==> config.mk <==
export PLATFORM = sky130hd
export DESIGN_NAME = ising_metropolis_site_update_top
export DESIGN_NICKNAME = d
export VERILOG_FILES = /design/src/hdl/ism_pkg.sv /design/src/hdl/ism_ram.sv /design/src/hdl/ism_cfg.sv /design/src/hdl/ism_core.sv /design/src/hdl/ising_metropolis_site_update_top.sv
export VERILOG_INCLUDE_DIRS = /design/src /design/src/hdl
export SDC_FILE = /design/constraint.sdc
export NUM_CORES = 2
export LEC_CHECK = 0
export ABC_CLOCK_PERIOD_IN_PS = 12400
export BUFFER_PORTS_ARGS = -buffer_cell sky130_fd_sc_hd__buf_4
export CORE_MARGIN = 2
export CORE_UTILIZATION = 55
export DETAILED_ROUTE_END_ITERATION = 8
export MAX_ROUTING_LAYER = met4
export PLACE_DENSITY = 0.71
export SLEW_MARGIN = 20
export SYNTH_ARGS = -nofsm -noshare
export SYNTH_HDL_FRONTEND = slang
export SYNTH_SLANG_ARGS = --single-unit
==> constraint.sdc <==
create_clock -name clk -period 12.4 [get_ports clk]
set_clock_uncertainty 0.1 [all_clocks]
set_input_delay 1.24 -clock clk [delete_from_list [all_inputs] [get_ports clk]]
set_output_delay 1.24 -clock clk [all_outputs]
set_load 0.05 [all_outputs]
==> src/hdl/ising_metropolis_site_update_top_defines.svh <==
// Assertion macros for the Ising site update block.
// Each macro samples on clk and is disabled while arst_n is low.
`ifndef ISING_METROPOLIS_SITE_UPDATE_TOP_DEFINES_SVH
`define ISING_METROPOLIS_SITE_UPDATE_TOP_DEFINES_SVH

`ifndef SYNTHESIS
`define ISM_ASSERT_IMP(label, ante, cons) \
	label: assert property (@(posedge clk) disable iff (!arst_n) (ante) |-> (cons)) \
		else $error("ism: same-cycle check failed");
`define ISM_ASSERT_NXT(label, ante, cons) \
	label: assert property (@(posedge clk) disable iff (!arst_n) (ante) |=> (cons)) \
		else $error("ism: next-cycle check failed");
`else
`define ISM_ASSERT_IMP(label, ante, cons)
`define ISM_ASSERT_NXT(label, ante, cons)
`endif

`endif

==> src/hdl/ism_pkg.sv <==
package ism_pkg;

	// Lattice geometry.
	localparam int LATTICE_SIDE = 32;
	localparam int SITE_COUNT   = LATTICE_SIDE * LATTICE_SIDE;
	localparam int ROW_W        = $clog2(LATTICE_SIDE);

	// Field widths of one request and one result.
	localparam int COORD_W = 5;
	localparam int DRAW_W  = 16;
	localparam int MAG_W   = 12;
	localparam int IN_W    = 32;
	localparam int OUT_W   = 16;

	// Threshold registers: two 17-bit fractions per neighbor sum.
	localparam int CFG_COUNT = 5;
	localparam int CFG_IDX_W = 3;
	localparam int CFG_W     = 34;
	localparam int THR_W     = 17;
	localparam logic [CFG_W-1:0] CFG_RESET = 34'h2_0001_0000;

	localparam logic [MAG_W-1:0] MAG_RESET = MAG_W'(SITE_COUNT % (1 << MAG_W));

	typedef enum logic [CFG_IDX_W-1:0] {
		REG_SUM_M4   = 3'd0,
		REG_SUM_M2   = 3'd1,
		REG_SUM_ZERO = 3'd2,
		REG_SUM_P2   = 3'd3,
		REG_SUM_P4   = 3'd4
	} cfg_reg_t;

	typedef logic [CFG_COUNT-1:0][CFG_W-1:0] thr_regs_t;
	typedef logic [LATTICE_SIDE-1:0]         spin_row_t;

	// Request bundle from the update engine to the spin memory.
	typedef struct packed {
		logic             we;
		logic [ROW_W-1:0] waddr;
		spin_row_t        wdata;
		logic             re_a;
		logic [ROW_W-1:0] raddr_a;
		logic             re_b;
		logic [ROW_W-1:0] raddr_b;
	} mem_req_t;

	typedef struct packed {
		logic clearing;
		logic res_load;
	} status_t;

	// Reduce a raw coordinate modulo the lattice side through a small table.
	function automatic logic [ROW_W-1:0] wrap_coord(input logic [COORD_W-1:0] v);
		logic [ROW_W-1:0] r;
		r = '0;
		for (int i = 0; i < (1 << COORD_W); i++) begin
			if (v == COORD_W'(i)) begin
				r = ROW_W'(i % LATTICE_SIDE);
			end
		end
		return r;
	endfunction

	function automatic logic [ROW_W-1:0] coord_dec(input logic [ROW_W-1:0] v);
		return (v == '0) ? ROW_W'(LATTICE_SIDE - 1) : ROW_W'(v - 1'b1);
	endfunction

	function automatic logic [ROW_W-1:0] coord_inc(input logic [ROW_W-1:0] v);
		return (v == ROW_W'(LATTICE_SIDE - 1)) ? '0 : ROW_W'(v + 1'b1);
	endfunction

endpackage

==> src/hdl/ism_ram.sv <==
module ism_ram #(
	parameter int WIDTH = 32,
	parameter int DEPTH = 32
) (
	input  logic                     clk,
	input  logic                     we,
	input  logic [$clog2(DEPTH)-1:0] waddr,
	input  logic [WIDTH-1:0]         wdata,
	input  logic                     re_a,
	input  logic [$clog2(DEPTH)-1:0] raddr_a,
	output logic [WIDTH-1:0]         rdata_a,
	input  logic                     re_b,
	input  logic [$clog2(DEPTH)-1:0] raddr_b,
	output logic [WIDTH-1:0]         rdata_b
);

	logic [WIDTH-1:0] mem [DEPTH];

	always_ff @(posedge clk) begin
		if (we) begin
			mem[waddr] <= wdata;
		end
		if (re_a) begin
			rdata_a <= mem[raddr_a];
		end
		if (re_b) begin
			rdata_b <= mem[raddr_b];
		end
	end

endmodule

==> src/hdl/ism_cfg.sv <==
module ism_cfg (
	input  logic                           clk,
	input  logic                           arst_n,
	input  logic                           cfg_we,
	input  logic [ism_pkg::CFG_IDX_W-1:0]  cfg_index,
	input  logic [ism_pkg::CFG_W-1:0]      cfg_wdata,
	output ism_pkg::thr_regs_t             thr_regs
);
	import ism_pkg::*;

	thr_regs_t thr_q;

	// Writes to indexes past the last register are dropped.
	always_ff @(posedge clk or negedge arst_n) begin
		if (!arst_n) begin
			thr_q <= {CFG_COUNT{CFG_RESET}};
		end else if (cfg_we) begin
			unique case (cfg_index)
				REG_SUM_M4:   thr_q[0] <= cfg_wdata;
				REG_SUM_M2:   thr_q[1] <= cfg_wdata;
				REG_SUM_ZERO: thr_q[2] <= cfg_wdata;
				REG_SUM_P2:   thr_q[3] <= cfg_wdata;
				REG_SUM_P4:   thr_q[4] <= cfg_wdata;
				default: ;
			endcase
		end
	end

	assign thr_regs = thr_q;

endmodule

==> src/hdl/ism_core.sv <==
module ism_core (
	input  logic                          clk,
	input  logic                          arst_n,
	input  logic                          in_valid,
	output logic                          in_ready,
	input  logic [ism_pkg::COORD_W-1:0]   in_row,
	input  logic [ism_pkg::COORD_W-1:0]   in_col,
	input  logic [ism_pkg::DRAW_W-1:0]    in_draw,
	input  ism_pkg::thr_regs_t            thr_regs,
	output ism_pkg::mem_req_t             mem_req,
	input  ism_pkg::spin_row_t            rdata_a,
	input  ism_pkg::spin_row_t            rdata_b,
	output logic                          out_valid,
	input  logic                          out_ready,
	output logic                          out_flip,
	output logic                          out_spin,
	output logic [ism_pkg::MAG_W-1:0]     out_mag,
	output ism_pkg::status_t              status
);
	import ism_pkg::*;

	typedef enum logic [3:0] {
		S_CLEAR = 4'b0001,
		S_IDLE  = 4'b0010,
		S_RD2   = 4'b0100,
		S_EVAL  = 4'b1000
	} state_t;

	state_t           state_q;
	logic [ROW_W-1:0] clr_row_q;
	logic [ROW_W-1:0] row_q;
	logic [ROW_W-1:0] col_q;
	logic [DRAW_W-1:0] draw_q;
	spin_row_t        here_row_q;
	logic             up_bit_q;
	logic             out_valid_q;
	logic             out_flip_q;
	logic             out_spin_q;
	logic [MAG_W-1:0] mag_q;

	logic             take;
	logic             res_load;
	logic [ROW_W-1:0] in_row_w;
	logic             dn_bit;
	logic [2:0]       ups;
	logic [CFG_W-1:0] thr_word;
	logic [THR_W-1:0] thr;
	logic             cur_up;
	logic             new_up;
	logic             accept;
	spin_row_t        new_row;

	assign in_ready = (state_q == S_IDLE);
	assign take     = in_valid && in_ready;
	assign res_load = (state_q == S_EVAL) && (!out_valid_q || out_ready);
	assign in_row_w = wrap_coord(in_row);

	// Neighbor count and acceptance test on the three fetched rows.
	always_comb begin
		dn_bit   = rdata_b[col_q];
		ups      = 3'(here_row_q[coord_dec(col_q)]) + 3'(here_row_q[coord_inc(col_q)])
			+ 3'(up_bit_q) + 3'(dn_bit);
		thr_word = thr_regs[ups];
		cur_up   = here_row_q[col_q];
		new_up   = !cur_up;
		thr      = new_up ? thr_word[2*THR_W-1:THR_W] : thr_word[THR_W-1:0];
		accept   = ({1'b0, draw_q} < thr);
		new_row  = here_row_q;
		new_row[col_q] = new_up;
	end

	// Reads: site row and row above on take, row below in S_RD2; writes: clear or flip.
	always_comb begin
		mem_req         = '0;
		mem_req.re_a    = take;
		mem_req.raddr_a = in_row_w;
		mem_req.re_b    = take || (state_q == S_RD2);
		mem_req.raddr_b = (state_q == S_RD2) ? coord_inc(row_q) : coord_dec(in_row_w);
		if (state_q == S_CLEAR) begin
			mem_req.we    = 1'b1;
			mem_req.waddr = clr_row_q;
			mem_req.wdata = '1;
		end else begin
			mem_req.we    = res_load && accept;
			mem_req.waddr = row_q;
			mem_req.wdata = new_row;
		end
	end

	always_ff @(posedge clk or negedge arst_n) begin
		if (!arst_n) begin
			state_q     <= S_CLEAR;
			clr_row_q   <= '0;
			out_valid_q <= 1'b0;
			mag_q       <= MAG_RESET;
		end else begin
			if (res_load) begin
				out_valid_q <= 1'b1;
			end else if (out_ready) begin
				out_valid_q <= 1'b0;
			end
			unique case (state_q)
				S_CLEAR: begin
					clr_row_q <= ROW_W'(clr_row_q + 1'b1);
					if (clr_row_q == ROW_W'(LATTICE_SIDE - 1)) begin
						state_q <= S_IDLE;
					end
				end
				S_IDLE: begin
					if (take) begin
						state_q <= S_RD2;
					end
				end
				S_RD2: begin
					state_q <= S_EVAL;
				end
				S_EVAL: begin
					if (res_load) begin
						if (accept) begin
							mag_q <= new_up ? MAG_W'(mag_q + 2'd2) : MAG_W'(mag_q - 2'd2);
						end
						state_q <= S_IDLE;
					end
				end
				default: state_q <= S_CLEAR;
			endcase
		end
	end

	// Payload registers.
	always_ff @(posedge clk) begin
		if (take) begin
			row_q  <= in_row_w;
			col_q  <= wrap_coord(in_col);
			draw_q <= in_draw;
		end
		if (state_q == S_RD2) begin
			here_row_q <= rdata_a;
			up_bit_q   <= rdata_b[col_q];
		end
		if (res_load) begin
			out_flip_q <= accept;
			out_spin_q <= accept ? new_up : cur_up;
		end
	end

	assign out_valid = out_valid_q;
	assign out_flip  = out_flip_q;
	assign out_spin  = out_spin_q;
	assign out_mag   = mag_q;

	assign status.clearing = (state_q == S_CLEAR);
	assign status.res_load = res_load;

endmodule

==> src/hdl/ising_metropolis_site_update_top.sv <==
// A request is taken only in the idle state; the site row and the row above are read
// through the two read ports of the spin RAM then, the row below in the second-read
// state. An accepted flip writes back the site row, and the block returns to idle as
// its result is registered. Reset: arst_n clears control state at once and loads the
// thresholds and magnetization; a clearing pass over 32 rows then sets every spin up.
`include "ising_metropolis_site_update_top_defines.svh"

module ising_metropolis_site_update_top (
	input  logic                          clk,
	input  logic                          arst_n,
	// Request channel. tdata, low bit up: site_row[4:0], site_col[9:5],
	// uniform_draw[25:10], zero fill [31:26].
	input  logic                          s_axis_tvalid,
	output logic                          s_axis_tready,
	input  logic [ism_pkg::IN_W-1:0]      s_axis_tdata,
	// Result channel. tdata, low bit up: flip_accepted[0], site_spin_up[1],
	// magnetization[13:2], zero fill [15:14].
	output logic                          m_axis_tvalid,
	input  logic                          m_axis_tready,
	output logic [ism_pkg::OUT_W-1:0]     m_axis_tdata,
	// Threshold register writes.
	input  logic                          cfg_we,
	input  logic [ism_pkg::CFG_IDX_W-1:0] cfg_index,
	input  logic [ism_pkg::CFG_W-1:0]     cfg_wdata
);
	import ism_pkg::*;

	thr_regs_t        thr_regs;
	mem_req_t         mem_req;
	spin_row_t        rdata_a;
	spin_row_t        rdata_b;
	status_t          status;
	logic             out_flip;
	logic             out_spin;
	logic [MAG_W-1:0] out_mag;

	// The five threshold pairs, one per neighbor sum from -4 to +4.
	ism_cfg u_cfg (
		.clk       (clk),
		.arst_n    (arst_n),
		.cfg_we    (cfg_we),
		.cfg_index (cfg_index),
		.cfg_wdata (cfg_wdata),
		.thr_regs  (thr_regs)
	);

	// The lattice is stored one row per word, so the left, right and center spins
	// arrive together and the rows above and below take one more read each.
	ism_ram #(
		.WIDTH (LATTICE_SIDE),
		.DEPTH (LATTICE_SIDE)
	) u_spin_ram (
		.clk     (clk),
		.we      (mem_req.we),
		.waddr   (mem_req.waddr),
		.wdata   (mem_req.wdata),
		.re_a    (mem_req.re_a),
		.raddr_a (mem_req.raddr_a),
		.rdata_a (rdata_a),
		.re_b    (mem_req.re_b),
		.raddr_b (mem_req.raddr_b),
		.rdata_b (rdata_b)
	);

	// The update engine handles one request at a time, so the write-back of one
	// request always lands before the reads of the next and no forwarding is needed.
	ism_core u_core (
		.clk       (clk),
		.arst_n    (arst_n),
		.in_valid  (s_axis_tvalid),
		.in_ready  (s_axis_tready),
		.in_row    (s_axis_tdata[COORD_W-1:0]),
		.in_col    (s_axis_tdata[2*COORD_W-1:COORD_W]),
		.in_draw   (s_axis_tdata[2*COORD_W+DRAW_W-1:2*COORD_W]),
		.thr_regs  (thr_regs),
		.mem_req   (mem_req),
		.rdata_a   (rdata_a),
		.rdata_b   (rdata_b),
		.out_valid (m_axis_tvalid),
		.out_ready (m_axis_tready),
		.out_flip  (out_flip),
		.out_spin  (out_spin),
		.out_mag   (out_mag),
		.status    (status)
	);

	assign m_axis_tdata = {(OUT_W - MAG_W - 2)'(0), out_mag, out_spin, out_flip};

	// No request is taken while the lattice is still being cleared.
	`ISM_ASSERT_IMP(a_no_take_clearing, status.clearing, !s_axis_tready)
	// A request that is taken is never followed by another in the next cycle.
	`ISM_ASSERT_NXT(a_one_at_a_time, s_axis_tvalid && s_axis_tready, !s_axis_tready)
	// A result that has not been taken is never overwritten.
	`ISM_ASSERT_IMP(a_no_overwrite, m_axis_tvalid && !m_axis_tready, !status.res_load)
	// Writes to the spin RAM happen only while clearing or when a result is produced.
	`ISM_ASSERT_IMP(a_write_source, mem_req.we, status.clearing || status.res_load)

endmodule

==> results.md <==
- Clock tree buffer depth: 3
- DR pass1 iterations: 7
- # Max-Cap Violations: 0
- Peak VDD IR: 0.000137 V
- Post-CTS Resized: 0
- Hold path depth: 0
- Setup crit end kind: flip-flop
- Buffers on Ports: 82
- Reg area: 39300 um^2
- First-pass GRT wire length: 257 mm
- Count leader, synth: edfxtp_1
- Synth Cell Area: 63900 um^2
- Number of flops mapped to enable cells by yosys: 1149
- Measured slew at the worst slew-check pin: 1.17 ns
- Hpwl dp: 101 mm
- Area post-placement: 66400 um^2
- Ys Warns: 0
- Number of global-route vias before repair: 40.0k
- H-tree depth: 4
- Final wirelength: 174 mm
- TritonCTS clock tree: yes
- Hold-fix buffers, CTS: 0
- Tcrit/Tclk final: 0.852
- PwrDens: 169 nW/um^2
- 1st-iter DRT viols: 5174
- Slew Limit Fails: 0
- Filler instances: 8399
- Post-Syn Area per Cell: 14.4 um^2
- Vias per cell: 6.82
- Yosys reg bits: 1340
- RSZ-0062 raised after global routing: no
- WP data arrival: 10.86 ns
- Static Leakage: 22.7 nW
- Detailed-route DRC error count: 0
- Biggest area consumer among synthesized cells: edfxtp_1
- Sequential-to-total area share from yosys stat: 0.615
- # clock sinks: 1340
- Crit path kind: flip-flop to flip-flop
- Core ar.: 116000 um^2
- Antenna cells: 0
- Synth cell count leaders: edfxtp_1 (1149), nand2_1 (659), a211oi_1 (374)
- Overall Power: 12.0 mW
- Antenna viol nets, final: 0
- CTS root buffer: clkbuf_16
- Fin. Hold Viols: 0
- Share of cells above drive strength 1: 0.227
- Worst min path class: flip-flop to flip-flop
- Synth Instances: 4428
- Outcome: finished, final reports clean
- Pin count of the biggest net entering global routing: 184
- CP startpoint kind: flip-flop
- Initial antenna violation count: 1
- Final setup violation count: 0
- Die W: 345 um
- Area of the multi-input gates: 23400 um^2
- Dominant synthesized flop cell: edfxtp_1
- Ports: 92
- Die area: 119000 um^2
- Gpl congestion: 0.939
- Via count: 41.3k
- Final nets: 4523
- Synth area leaders: edfxtp_1 (54%), mux4_2 (12%), dfrtp_1 (7.0%), a211oi_1 (4.4%), nand2_1 (3.9%)
- CTS buffer count: 143
- Synth cell types: 72
- Final instance area: 71100 um^2
- Setup total negative slack: 0 ns
- Async S/R FF share, synth: 0.143
- Fin crit period: 10.57 ns
- Max Clk Rate: 94.6 MHz
- Initial Util: 0.552
- Final Hold Slack: 0.319 ns
- FF-to-FF path depth: 25
- Clock latency on the worst-skew pair: 0.77 ns
- Gr usage total: 0.301
- Critical path fanouts, max: 23
- Register clock-pin slew on the reported worst setup and hold paths: 0.06 ns
- # rows: 125
- Wire length per cell: 28.7 um
- DIE HEIGHT: 345 um
- Synth top area share: 0.540
- Total gr overflow: 0
- Setup repair bufs after CTS: 0
- Relative slew margins: 0.218
- Syn-to-layout area delta: 11.3%
- Worst EP required: 12.69 ns
==> sequential cells by signal, indices dropped and copies added, names as in the netlist <==
signal,cells
u_core.out_mag,11
u_core.up_bit_q,1
u_core.draw_q,16
u_spin_ram.mem,1024
u_spin_ram.rdata_a,32
u_core.out_flip,1
u_core.state_q,4
u_core.row_q,5
u_spin_ram.rdata_b,32
u_core.clr_row_q,5
u_core.out_valid,1
u_core.here_row_q,32
u_cfg.thr_regs,170
u_core.col_q,5
u_core.out_spin,1
==> cell families (layout without fill, tap and decap cells) <==
kind of cell / Yosys count / count (layout) / share of synthesized area
adder cells (fa/ha/maj): 39 / 39 / 0.00787
flip-flops: 1340 / 1340 / 0.615
multiplexers: 616 / 616 / 0.168
AND/OR/NAND/NOR: 1078 / 1078 / 0.0774
AO/OA/AOI/OAI: 936 / 936 / 0.104
other: 1 / 3 / 0.0000586
XOR/XNOR: 19 / 19 / 0.00260
buffers and inverters: 399 / 495 / 0.0256
==> per-layer routing <==
layer,GRT usage,share of wire,up-vias
li1,-,-,17500
met1,0.417,0.40,21200
met4,0.102,0.033,0
met3,0.0544,0.098,353
met2,0.454,0.47,2242
met5,-,0,-
==> layout by cell type, fill, tap and decap left out, types with 6 or more instances in the layout <==
master | synthesis | routed
edfxtp_1 | 1149 | 1149
nand2_1 | 659 | 659
a211oi_1 | 374 | 374
mux4_2 | 345 | 345
and2_1 | 261 | 260
buf_4 | 9 | 198
mux2_2 | 183 | 183
dfrtp_1 | 179 | 179
clkbuf_16 | 0 | 149
a21oi_1 | 135 | 133
a31oi_1 | 130 | 129
a311oi_1 | 128 | 128
mux2i_1 | 80 | 80
a21o_1 | 45 | 45
ha_1 | 37 | 37
nor2_1 | 66 | 33
o211ai_1 | 33 | 33
nor2_4 | 0 | 33
o21ai_0 | 30 | 30
clkinv_1 | 1 | 29
clkinv_2 | 0 | 28
inv_1 | 21 | 20
nand3_1 | 22 | 20
clkbuf_1 | 229 | 19
bufinv_16 | 0 | 15
nor2b_1 | 14 | 14
xnor2_1 | 14 | 14
o22ai_1 | 12 | 12
dfstp_2 | 12 | 12
nor3_1 | 12 | 11
buf_12 | 0 | 10
o221ai_1 | 8 | 8
o31ai_1 | 8 | 8
mux2_1 | 7 | 7
or3_1 | 7 | 7
clkinvlp_4 | 0 | 7
a22oi_1 | 6 | 6
nand3b_1 | 6 | 6
and3_1 | 6 | 6
==> area by class of cell <==
cell class	instances	area share
inverters	22	0.00116
clock buffers	172	0.0542
multi-input cells	2691	0.328
repair buffers	212	0.0245
clock inverters	89	0.0126
flip-flops and latches	1340	0.552
well taps	1524	0.0268
==> stage by stage <==
step           setup WS, ns  instances  utilization
6_report               1.83       6050        0.615
5_1_grt                1.36       6050        0.615
4_1_cts                1.80       6050        0.615
3_5_place_dp           1.85       5789        0.574
3_3_place_gp           1.86       5789        0.574
2_1_floorplan          2.61       4430            -
==> power breakdown <==
part	switching (mW)	total, mW	leakage, nW	internal, mW
logic	1.32	1.97	9.16	0.650
registers	0.181	5.69	11.2	5.51
clock network	1.79	4.33	2.32	2.54
==> final timing paths <==
| path | slack [ns] | to | from |
|---|---|---|---|
| worst max-delay path | 1.83 | u_spin_ram.mem[19][18] | u_core.col_q[1] |
| worst min-delay path | 0.32 | u_core.here_row_q[1] | u_spin_ram.rdata_a[1] |
| worst max register to register | 1.83 | u_spin_ram.mem[19][18] | u_core.col_q[1] |
| worst min register to register | 0.32 | u_core.here_row_q[1] | u_spin_ram.rdata_a[1] |
| max in group asynchronous | 9.85 | u_cfg.thr_regs[146] | arst_n |
| min in group asynchronous | 0.36 | u_core.out_valid | arst_n |
==> worst max-delay path: stages (launching register included) <==
cell and delay, ns:
edfxtp_1 0.69, ha_1 0.49, and3_1 0.26, ha_1 0.21, nor2_2 0.50, mux4_2 0.60
mux2i_1 0.19, mux4_2 0.28, inv_1 0.05, ha_1 0.32, inv_1 0.08, fa_2 1.06
buf_4 0.52, mux4_2 0.57, nand2_1 0.07, o21ai_0 0.08, a21oi_1 0.15, ha_1 0.27
a2111oi_0 0.88, nand3_1 0.16, and4_1 0.30, nor3_4 0.16, buf_4 0.28, a41oi_2 0.61
nor2_4 0.72, buf_4 0.51
(Power assumes the default switching activity.)
